==> src/hdl/wts_pkg.sv <==
// ----------------------------------------------------------------------------
// wts_pkg
// Shared types and constants of the wheel tick speedometer: field widths,
// register map, scale factor and the state encodings of both controllers.
// ----------------------------------------------------------------------------
package wts_pkg;

  localparam int TS_W      = 32;
  localparam int CNT_W     = 32;
  localparam int SPD_W     = 20;
  localparam int WHEEL_W   = 12;
  localparam int SCALE     = 360;
  localparam int KW        = 21;
  localparam int DIG       = 4;
  localparam int NDIG      = CNT_W / DIG;
  localparam int NW        = CNT_W + KW;
  localparam int CTR_W     = 5;
  localparam int OUT_W     = 64;
  localparam int APB_AW    = 3;
  localparam int APB_DW    = 32;

  localparam int WINDOW_DEPTH_DEF = 3;
  localparam int TIME_BITS_DEF    = 32;

  localparam logic [WHEEL_W-1:0] WHEEL_RST = 12'd2228;
  localparam logic [0:0]         REG_WHEEL = 1'b0;

  typedef enum logic [2:0] {
    TS_IDLE,
    TS_UPD,
    TS_MIN,
    TS_LOAD,
    TS_RUN,
    TS_DONE
  } top_state_e;

  typedef enum logic [2:0] {
    SU_IDLE,
    SU_MUL,
    SU_CHK,
    SU_DIV,
    SU_DONE
  } su_state_e;

  typedef enum logic [1:0] {
    SEL_CUR,
    SEL_AVG,
    SEL_MAX
  } spd_sel_e;

endpackage

==> src/hdl/wts_speed_unit.sv <==
// ----------------------------------------------------------------------------
// wts_speed_unit
// Serial speed arithmetic: ticks * scale by 4-bit digits, then a saturation
// check and a restoring division giving one quotient bit per cycle.
// ----------------------------------------------------------------------------
module wts_speed_unit import wts_pkg::*; #(
  parameter int TIME_BITS = TIME_BITS_DEF
) (
  input  logic                 clk_i,
  input  logic                 rst_ni,
  input  logic                 start_i,
  input  logic [CNT_W-1:0]     ticks_i,
  input  logic [TIME_BITS-1:0] span_i,
  input  logic [KW-1:0]        scale_i,
  output logic                 done_o,
  output logic [SPD_W-1:0]     speed_o
);

  localparam int HW = NW - SPD_W;
  localparam int CW = (HW > TIME_BITS) ? HW : TIME_BITS;
  localparam logic [CTR_W-1:0] MUL_LAST = CTR_W'(NDIG - 1);
  localparam logic [CTR_W-1:0] DIV_LAST = CTR_W'(SPD_W - 1);

  su_state_e              state_q, state_d;
  logic [CTR_W-1:0]       cnt_q, cnt_d;
  logic [CNT_W-1:0]       ticks_q, ticks_d;
  logic [TIME_BITS-1:0]   span_q, span_d;
  logic [KW-1:0]          scale_q, scale_d;
  logic [NW-1:0]          acc_q, acc_d;
  logic [TIME_BITS-1:0]   rem_q, rem_d;
  logic [SPD_W-1:0]       num_q, num_d;
  logic [SPD_W-1:0]       quot_q, quot_d;

  logic [KW+DIG-1:0]      prod;
  logic                   sat;
  logic [TIME_BITS:0]     trial;
  logic [TIME_BITS:0]     trial_diff;
  logic                   trial_ge;

  assign prod       = (KW+DIG)'(scale_q) * (KW+DIG)'(ticks_q[CNT_W-1 -: DIG]);
  assign sat        = CW'(acc_q[NW-1:SPD_W]) >= CW'(span_q);
  assign trial      = {rem_q, num_q[SPD_W-1]};
  assign trial_diff = trial - {1'b0, span_q};
  assign trial_ge   = trial >= {1'b0, span_q};

  // next state
  always_comb begin
    state_d = state_q;
    unique case (state_q)
      SU_IDLE: if (start_i) state_d = SU_MUL;
      SU_MUL:  if (cnt_q == MUL_LAST) state_d = SU_CHK;
      SU_CHK:  state_d = sat ? SU_DONE : SU_DIV;
      SU_DIV:  if (cnt_q == DIV_LAST) state_d = SU_DONE;
      SU_DONE: state_d = SU_IDLE;
      default: state_d = SU_IDLE;
    endcase
  end

  // datapath
  always_comb begin
    cnt_d   = cnt_q;
    ticks_d = ticks_q;
    span_d  = span_q;
    scale_d = scale_q;
    acc_d   = acc_q;
    rem_d   = rem_q;
    num_d   = num_q;
    quot_d  = quot_q;
    unique case (state_q)
      SU_IDLE: begin
        ticks_d = ticks_i;
        span_d  = span_i;
        scale_d = scale_i;
        acc_d   = '0;
        cnt_d   = '0;
      end
      SU_MUL: begin
        acc_d   = (acc_q << DIG) + NW'(prod);
        ticks_d = ticks_q << DIG;
        cnt_d   = cnt_q + CTR_W'(1);
      end
      SU_CHK: begin
        cnt_d = '0;
        num_d = acc_q[SPD_W-1:0];
        rem_d = TIME_BITS'(acc_q[NW-1:SPD_W]);
        if (sat) begin
          quot_d = '1;
        end
      end
      SU_DIV: begin
        rem_d  = trial_ge ? trial_diff[TIME_BITS-1:0] : trial[TIME_BITS-1:0];
        quot_d = {quot_q[SPD_W-2:0], trial_ge};
        num_d  = num_q << 1;
        cnt_d  = cnt_q + CTR_W'(1);
      end
      SU_DONE: begin
        cnt_d = '0;
      end
      default: begin
        cnt_d = '0;
      end
    endcase
  end

  // outputs
  always_comb begin
    done_o  = (state_q == SU_DONE);
    speed_o = quot_q;
  end

  always_ff @(posedge clk_i or negedge rst_ni) begin
    if (!rst_ni) begin
      state_q <= SU_IDLE;
      cnt_q   <= '0;
    end else begin
      state_q <= state_d;
      cnt_q   <= cnt_d;
    end
  end

  always_ff @(posedge clk_i) begin
    ticks_q <= ticks_d;
    span_q  <= span_d;
    scale_q <= scale_d;
    acc_q   <= acc_d;
    rem_q   <= rem_d;
    num_q   <= num_d;
    quot_q  <= quot_d;
  end

endmodule

==> src/hdl/wheel_tick_speedometer.sv <==
// ----------------------------------------------------------------------------
// wheel_tick_speedometer
// Wheel sensor speedometer: current, average and maximum speed per item.
// ----------------------------------------------------------------------------
// Each item is a tick with a millisecond timestamp (tuser low) or a clear
// command (tuser high), and gives exactly one result item holding three
// speeds in 0.01 km/h, floor(360 * ticks * circumference / span) saturated
// at 20 bits. Each item goes through bookkeeping (an update state for a clear,
// an update and a window state for a tick), then the three speeds in turn
// through one shared serial arithmetic unit: a speed with too few ticks or no
// positive span is written as zero without the unit, a saturated one after the
// multiply and the saturation check, any other after eight 4-bit multiply
// digits, a saturation check and one quotient bit per cycle over 20 bits. Then
// the output register is loaded, once it is empty or being read, and the next
// item is taken. The input is taken only between items; the finished result sits in
// an output register, so the next item is taken while it waits.
// ----------------------------------------------------------------------------
module wheel_tick_speedometer import wts_pkg::*; #(
  parameter int WINDOW_DEPTH = WINDOW_DEPTH_DEF,
  parameter int TIME_BITS    = TIME_BITS_DEF
) (
  input  logic              clk_i,
  input  logic              rst_ni,
  input  logic              s_axis_tvalid,
  output logic              s_axis_tready,
  input  logic [TS_W-1:0]   s_axis_tdata,   // timestamp_ms
  input  logic              s_axis_tuser,   // func
  output logic              m_axis_tvalid,
  input  logic              m_axis_tready,
  output logic [OUT_W-1:0]  m_axis_tdata,   // current_speed, average_speed, maximum_speed
  input  logic              psel,
  input  logic              penable,
  input  logic              pwrite,
  input  logic [APB_AW-1:0] paddr,
  input  logic [APB_DW-1:0] pwdata,
  output logic [APB_DW-1:0] prdata,
  output logic              pready
);

  localparam int FILL_W = $clog2(WINDOW_DEPTH + 1);
  localparam int IDX_W  = $clog2(WINDOW_DEPTH);
  localparam logic [FILL_W-1:0] FILL_FULL = FILL_W'(WINDOW_DEPTH);

  top_state_e             state_q, state_d;
  spd_sel_e               sel_q;
  logic [WHEEL_W-1:0]     wheel_q;
  logic                   func_q;
  logic [TIME_BITS-1:0]   time_q;
  logic [CNT_W-1:0]       tick_total_q;
  logic                   have_first_q;
  logic [TIME_BITS-1:0]   first_q;
  logic [TIME_BITS-1:0]   last_q;
  logic [TIME_BITS-1:0]   win_q [WINDOW_DEPTH];
  logic [FILL_W-1:0]      fill_q;
  logic [TIME_BITS-1:0]   short_q;
  logic                   short_valid_q;
  logic [TIME_BITS-1:0]   gap_q;
  logic                   gap_pos_q;
  logic [SPD_W-1:0]       cur_q, avg_q, max_q;
  logic                   out_valid_q;
  logic [OUT_W-1:0]       out_data_q;

  logic                   in_acc;
  logic                   cfg_wr;
  logic [TIME_BITS:0]     gap_diff;
  logic [TIME_BITS-1:0]   op_a, op_b;
  logic                   cnt_ok;
  logic [CNT_W-1:0]       ticks;
  logic [TIME_BITS:0]     span_diff;
  logic                   span_ok;
  logic                   sel_last;
  logic                   res_we;
  logic [SPD_W-1:0]       res_val;
  logic                   out_load;
  logic                   unit_start;
  logic                   unit_done;
  logic [SPD_W-1:0]       unit_speed;
  logic [KW-1:0]          scale;

  assign in_acc   = s_axis_tvalid & s_axis_tready;
  assign cfg_wr   = psel & penable & pwrite & pready;
  assign pready   = 1'b1;
  assign prdata   = (paddr[2] == REG_WHEEL) ? APB_DW'(wheel_q) : '0;
  assign scale    = KW'(wheel_q) * KW'(SCALE);
  assign gap_diff = {1'b0, time_q} - {1'b0, last_q};
  assign sel_last = (sel_q == SEL_MAX);

  // operands of the speed being set up
  always_comb begin
    unique case (sel_q)
      SEL_CUR: begin
        op_a   = last_q;
        op_b   = win_q[0];
        cnt_ok = fill_q > FILL_W'(1);
        ticks  = CNT_W'(fill_q - FILL_W'(1));
      end
      SEL_AVG: begin
        op_a   = last_q;
        op_b   = first_q;
        cnt_ok = tick_total_q > CNT_W'(1);
        ticks  = tick_total_q - CNT_W'(1);
      end
      SEL_MAX: begin
        op_a   = short_q;
        op_b   = '0;
        cnt_ok = short_valid_q;
        ticks  = CNT_W'(1);
      end
      default: begin
        op_a   = '0;
        op_b   = '0;
        cnt_ok = 1'b0;
        ticks  = '0;
      end
    endcase
  end

  assign span_diff = {1'b0, op_a} - {1'b0, op_b};
  assign span_ok   = cnt_ok && !span_diff[TIME_BITS] && (span_diff[TIME_BITS-1:0] != '0);

  // next state
  always_comb begin
    state_d = state_q;
    unique case (state_q)
      TS_IDLE: if (in_acc) state_d = TS_UPD;
      TS_UPD:  state_d = func_q ? TS_LOAD : TS_MIN;
      TS_MIN:  state_d = TS_LOAD;
      TS_LOAD: begin
        if (span_ok) state_d = TS_RUN;
        else if (sel_last) state_d = TS_DONE;
      end
      TS_RUN: begin
        if (unit_done) state_d = sel_last ? TS_DONE : TS_LOAD;
      end
      TS_DONE: if (!out_valid_q || m_axis_tready) state_d = TS_IDLE;
      default: state_d = TS_IDLE;
    endcase
  end

  // outputs
  always_comb begin
    s_axis_tready = (state_q == TS_IDLE);
    unit_start    = (state_q == TS_LOAD) && span_ok;
    res_we        = ((state_q == TS_LOAD) && !span_ok) || ((state_q == TS_RUN) && unit_done);
    res_val       = (state_q == TS_RUN) ? unit_speed : '0;
    out_load      = (state_q == TS_DONE) && (!out_valid_q || m_axis_tready);
    m_axis_tvalid = out_valid_q;
    m_axis_tdata  = out_data_q;
  end

  always_ff @(posedge clk_i or negedge rst_ni) begin
    if (!rst_ni) begin
      state_q       <= TS_IDLE;
      sel_q         <= SEL_CUR;
      wheel_q       <= WHEEL_RST;
      tick_total_q  <= '0;
      have_first_q  <= 1'b0;
      fill_q        <= '0;
      short_valid_q <= 1'b0;
      out_valid_q   <= 1'b0;
    end else begin
      state_q <= state_d;
      if (cfg_wr && (paddr[2] == REG_WHEEL)) begin
        wheel_q <= pwdata[WHEEL_W-1:0];
      end
      if (state_q == TS_UPD) begin
        sel_q <= SEL_CUR;
        if (func_q) begin
          tick_total_q <= '0;
          have_first_q <= 1'b0;
          fill_q       <= '0;
        end
      end else if (res_we && !sel_last) begin
        unique case (sel_q)
          SEL_CUR: sel_q <= SEL_AVG;
          SEL_AVG: sel_q <= SEL_MAX;
          default: sel_q <= SEL_CUR;
        endcase
      end
      if (state_q == TS_MIN) begin
        if (tick_total_q != '1) begin
          tick_total_q <= tick_total_q + CNT_W'(1);
        end
        have_first_q <= 1'b1;
        if (have_first_q && gap_pos_q && (!short_valid_q || (gap_q < short_q))) begin
          short_valid_q <= 1'b1;
        end
        if (fill_q != FILL_FULL) begin
          fill_q <= fill_q + FILL_W'(1);
        end
      end
      if (out_load) begin
        out_valid_q <= 1'b1;
      end else if (m_axis_tready) begin
        out_valid_q <= 1'b0;
      end
    end
  end

  always_ff @(posedge clk_i) begin
    if (in_acc) begin
      func_q <= s_axis_tuser;
      time_q <= TIME_BITS'(s_axis_tdata);
    end
    if (state_q == TS_UPD) begin
      gap_q     <= gap_diff[TIME_BITS-1:0];
      gap_pos_q <= !gap_diff[TIME_BITS] && (gap_diff[TIME_BITS-1:0] != '0);
    end
    if (state_q == TS_MIN) begin
      last_q <= time_q;
      if (!have_first_q) begin
        first_q <= time_q;
      end
      if (have_first_q && gap_pos_q && (!short_valid_q || (gap_q < short_q))) begin
        short_q <= gap_q;
      end
      if (fill_q != FILL_FULL) begin
        win_q[fill_q[IDX_W-1:0]] <= time_q;
      end else begin
        for (int i = 0; i < WINDOW_DEPTH - 1; i++) begin
          win_q[i] <= win_q[i+1];
        end
        win_q[WINDOW_DEPTH-1] <= time_q;
      end
    end
    if (res_we) begin
      unique case (sel_q)
        SEL_CUR: cur_q <= res_val;
        SEL_AVG: avg_q <= res_val;
        SEL_MAX: max_q <= res_val;
        default: max_q <= res_val;
      endcase
    end
    if (out_load) begin
      out_data_q <= OUT_W'({max_q, avg_q, cur_q});
    end
  end

  wts_speed_unit #(
    .TIME_BITS(TIME_BITS)
  ) u_speed (
    .clk_i   (clk_i),
    .rst_ni  (rst_ni),
    .start_i (unit_start),
    .ticks_i (ticks),
    .span_i  (span_diff[TIME_BITS-1:0]),
    .scale_i (scale),
    .done_o  (unit_done),
    .speed_o (unit_speed)
  );

  a_done_in_run: assert property (@(posedge clk_i) disable iff (!rst_ni)
    unit_done |-> (state_q == TS_RUN))
    else $error("speed unit finished outside a run");

  a_fill_bound: assert property (@(posedge clk_i) disable iff (!rst_ni)
    fill_q <= FILL_FULL)
    else $error("window fill beyond depth");

  a_first_count: assert property (@(posedge clk_i) disable iff (!rst_ni)
    have_first_q == (tick_total_q != '0))
    else $error("first tick flag disagrees with tick count");

  a_short_nonzero: assert property (@(posedge clk_i) disable iff (!rst_ni)
    short_valid_q |-> (short_q != '0))
    else $error("shortest interval is zero");

  a_out_wait: assert property (@(posedge clk_i) disable iff (!rst_ni)
    (state_q == TS_DONE && out_valid_q && !m_axis_tready) |=> (state_q == TS_DONE))
    else $error("result overwritten while still pending");

endmodule
==> config.mk <==
export PLATFORM = sky130hd
export DESIGN_NAME = wheel_tick_speedometer
export DESIGN_NICKNAME = d
export VERILOG_FILES = /design/src/hdl/wts_pkg.sv /design/src/hdl/wts_speed_unit.sv /design/src/hdl/wheel_tick_speedometer.sv
export SDC_FILE = /design/constraint.sdc
export NUM_CORES = 1
export LEC_CHECK = 0
export BUFFER_PORTS_ARGS = -buffer_cell sky130_fd_sc_hd__buf_2
export CAP_MARGIN = 20
export CORE_MARGIN = 2
export CORE_UTILIZATION = 34
export CTS_CLUSTER_DIAMETER = 200
export DETAILED_ROUTE_END_ITERATION = 10
export GPL_TIMING_DRIVEN = 0
export PLACE_DENSITY = 0.53
export SLEW_MARGIN = 25
export SYNTH_ARGS = -nofsm -noshare
export SYNTH_HDL_FRONTEND = slang
export SYNTH_SLANG_ARGS = --single-unit
==> constraint.sdc <==
create_clock -name clk_i -period 6.29 [get_ports clk_i]
set_input_delay 0.629 -clock clk_i [delete_from_list [all_inputs] [get_ports clk_i]]
set_output_delay 0.629 -clock clk_i [all_outputs]
set_load 0.005 [all_outputs]
==> reports/qor.yml <==
yosys:
  synth_cell_types: 88
  syn_area_mm2: 0.03671
  synthTopCellsByArea: "edfxtp_1 (47%), ha_1 (8.4%), nand2_1 (5.2%)"
  synth_edf_count: 579
  synth.most_common_cell: "edfxtp_1"
  synth_top_area_cell: "edfxtp_1"
  syn_inst: 3430
  yosysSeqAreaShare_pct: 51.61
  async_reset_ff_share_pct: 9.672
  yosysWarnings: 0
  ys.flop_type: "edfxtp_1"
  synth_commonest_cells: "edfxtp_1 (579), nand2_1 (505), inv_1 (273)"
  synth_seq_cells: 641
  syn_avg_cell_area_um2: 10.70
  synth.top_cell.area_share_pct: 47.36
setup_path:
  critical_path_arrival_ps: 6460
  cp-end-kind: "register"
  r2r_slack_ps: 300
  crit_path_max_fanout: 8
  cpMaxStageDelayCell: "fa_1"
  crit_top_cell: "a21oi_1"
  crit_family: "compound AO/OA/AOI/OAI gates"
  critPathMaxStageDelay_ps: 540
  required_ps: 6760
  crit_buf_inv: 4
  critPathLaunchType: "register"
  path_cells: "buf_4 -> and2_1 -> fa_1 -> inv_1 -> fa_1 -> inv_1 -> ha_1 -> a21oi_1 -> nor2b_1 -> o21a_1 -> o311a_1 -> o31ai_4 -> o21bai_1 -> a21oi_1 -> xnor2_1 -> ha_1 -> nor3_1 -> nor2_1 -> a41oi_2 -> nand3b_1 -> o21a_4 -> buf_4 -> or4_1 -> a21oi_1"
  crit_type: "reg2reg"
timing:
  hold_viol_final: 0
  maxSlewHeadroom_pct: 35.06
  fmax_mhz: 167.0
  worstMarginPinSlew_ps: 969.9
  setup_viol: 0
  drv_slew: 0
  fin_crit_sh_pct: 95.22
  period_needed_ps: 5989
  skew_ps: 24.96
finish:
  finalNetCount: 4077
  area.growth.synth_to_final_pct: 15.87
  regMostFlops: "win_q"
  insertedDiodeCount: 0
  largest_register_ffs: 96
  fin_cells: 5165
  drive_above_1_share_pct: 11.51
floorplanning:
  die_h_um: 332.6
  die_w_um: 332.6
  start_util_pct: 34.29
  ios: 174
  fp-row-count: 120
  core-area_mm2: 0.1071
  dieArea_mm2: 0.1106
grt:
  grtUsageTotal_pct: 16.19
  grt_pass1_vias: 24628
  overflow: 0
  grt_first_pass_wirelength_um: 141900
  grt_max_degree: 48
  antenna_found_initial: 0
clocking:
  clk_latency_ps: 650
  tritoncts: "done"
  clkSinkCount: 641
  clockBufferDepth: 3
  cts_made_buffers: 76
  cts_root_buf: "clkbuf_16"
  path_clk_slew_ps: 60
  cts_htree_levels: 3
detailed_routing:
  wire_per_inst_um: 17.60
  dr.pass1.iters: 5
  wl_um: 90920
  drc: 0
  via_per_inst: 4.928
  vias: 25452
  detail-route-antenna-nets: 0
  drt_iter0_drc: 1524
run:
  maxCapViolations: 0
placement:
  port_buffers: 126
  dp.cells: 5009
  gp_congestion: 0.8848
  dpl.hpwl_um: 69600
outcome:
  status: "complete, no violations"
min_path:
  hp-class: "in2reg"
[placed cells by master (no fill, tap or decap), types with 66 or more instances in the layout]
master,n
o21ai_0,91
clkbuf_16,76
nor2_1,211
xor2_1,66
buf_2,129
xnor2_1,96
a31oi_1,66
and2_1,75
inv_1,272
clkbuf_1,131
ha_1,245
a21o_1,82
a21oi_1,143
edfxtp_1,579
nand2_1,505
[path summary, 6_finish.rpt]
| path | startpoint | to | cells after the start |
|---|---|---|---|
| min in group asynchronous | rst_ni | m_axis_tvalid | 2 |
| min reg2reg | cur_q[13] | m_axis_tdata[13] | 0 |
| min | s_axis_tdata[10] | time_q[10] | 1 |
| max reg2reg | u_speed.ticks_q[31] | u_speed.acc_q[52] | 24 |
| max in group asynchronous | rst_ni | wheel_q[4] | 3 |
| max | u_speed.ticks_q[31] | u_speed.acc_q[52] | 24 |
[area by class of cell]
class | count | area (um2)
Buffer | 153 | 729.5
Clock buffer | 104 | 2027
Clock inverter | 34 | 394.1
Fill cell | 10458 | 64520
Inverter | 274 | 1033
Multi-Input combinational cell | 2383 | 16370
Sequential cell | 641 | 18940
Tap cell | 1403 | 1755
Timing Repair Buffer | 172 | 1275
Timing Repair inverter | 1 | 7.507
[repair_timing]
item	CTS	global route
endpoints found under the setup margin	91	67
gates resized for setup	38	19
hold buffers	1	0
hold endpoints to repair	15	0
pin swaps	2	13
buffers inserted	5	13
gates cloned	1	0
[stage by stage]
| stage | util (%) | setup WS [ps] | cell area (um2) | hold slack (ps) | setup TNS [ps] |
|---|---|---|---|---|---|
| 3_3_place_gp | 36.60 | -3422 | 39180 | 401.8 | -349150 |
| 3_5_place_dp | 37.13 | -1309 | 39750 | 404.5 | -58440 |
| 2_1_floorplan | - | 228.7 | 36800 | 333.4 | 0 |
| 6_report | 39.73 | 300.9 | 42530 | 162.2 | 0 |
| 4_1_cts | 39.55 | 4.825 | 42330 | 117.5 | 0 |
| 5_1_grt | 39.73 | -69.27 | 42530 | 113.4 | -282.4 |
[logic make-up (layout without fill, tap and decap cells)]
| logic type | Yosys count | count (layout) | synth area share [%] |
|---|---|---|---|
| AO/OA/AOI/OAI | 635 | 635 | 11.46 |
| XOR/XNOR | 163 | 163 | 3.889 |
| adder cells (fa/ha/maj) | 300 | 300 | 11.33 |
| buffers and inverters | 429 | 738 | 4.646 |
| flip-flops | 641 | 641 | 51.61 |
| multiplexers | 54 | 54 | 1.626 |
| other | 2 | 25 | 0.02046 |
| AND/OR/NAND/NOR | 1206 | 1206 | 15.42 |
[worst reg2reg max path: stages (launching register included)]
cell and delay (ps):
edfxtp_1 430, buf_4 190, and2_1 150, fa_1 540
inv_1 60, fa_1 530, inv_1 40, ha_1 320
a21oi_1 210, nor2b_1 70, o21a_1 200, o311a_1 360
o31ai_4 260, o21bai_1 90, a21oi_1 190, xnor2_1 120
ha_1 380, nor3_1 80, nor2_1 210, a41oi_2 160
nand3b_1 240, o21a_4 260, buf_4 140, or4_1 400
a21oi_1 200
[metal layers]
metal | up-vias | GRT usage (%) | part of all wire, %
li1 | 12800 | - | -
met1 | 12141 | 22.73 | 48
met2 | 403 | 26.45 | 46
met3 | 108 | 2.274 | 3.3
met4 | 0 | 3.723 | 1.9
met5 | - | 0 | 0
Power is not shown: default switching activity piles up to over one toggle a cycle in this logic, so the estimate is an artifact.
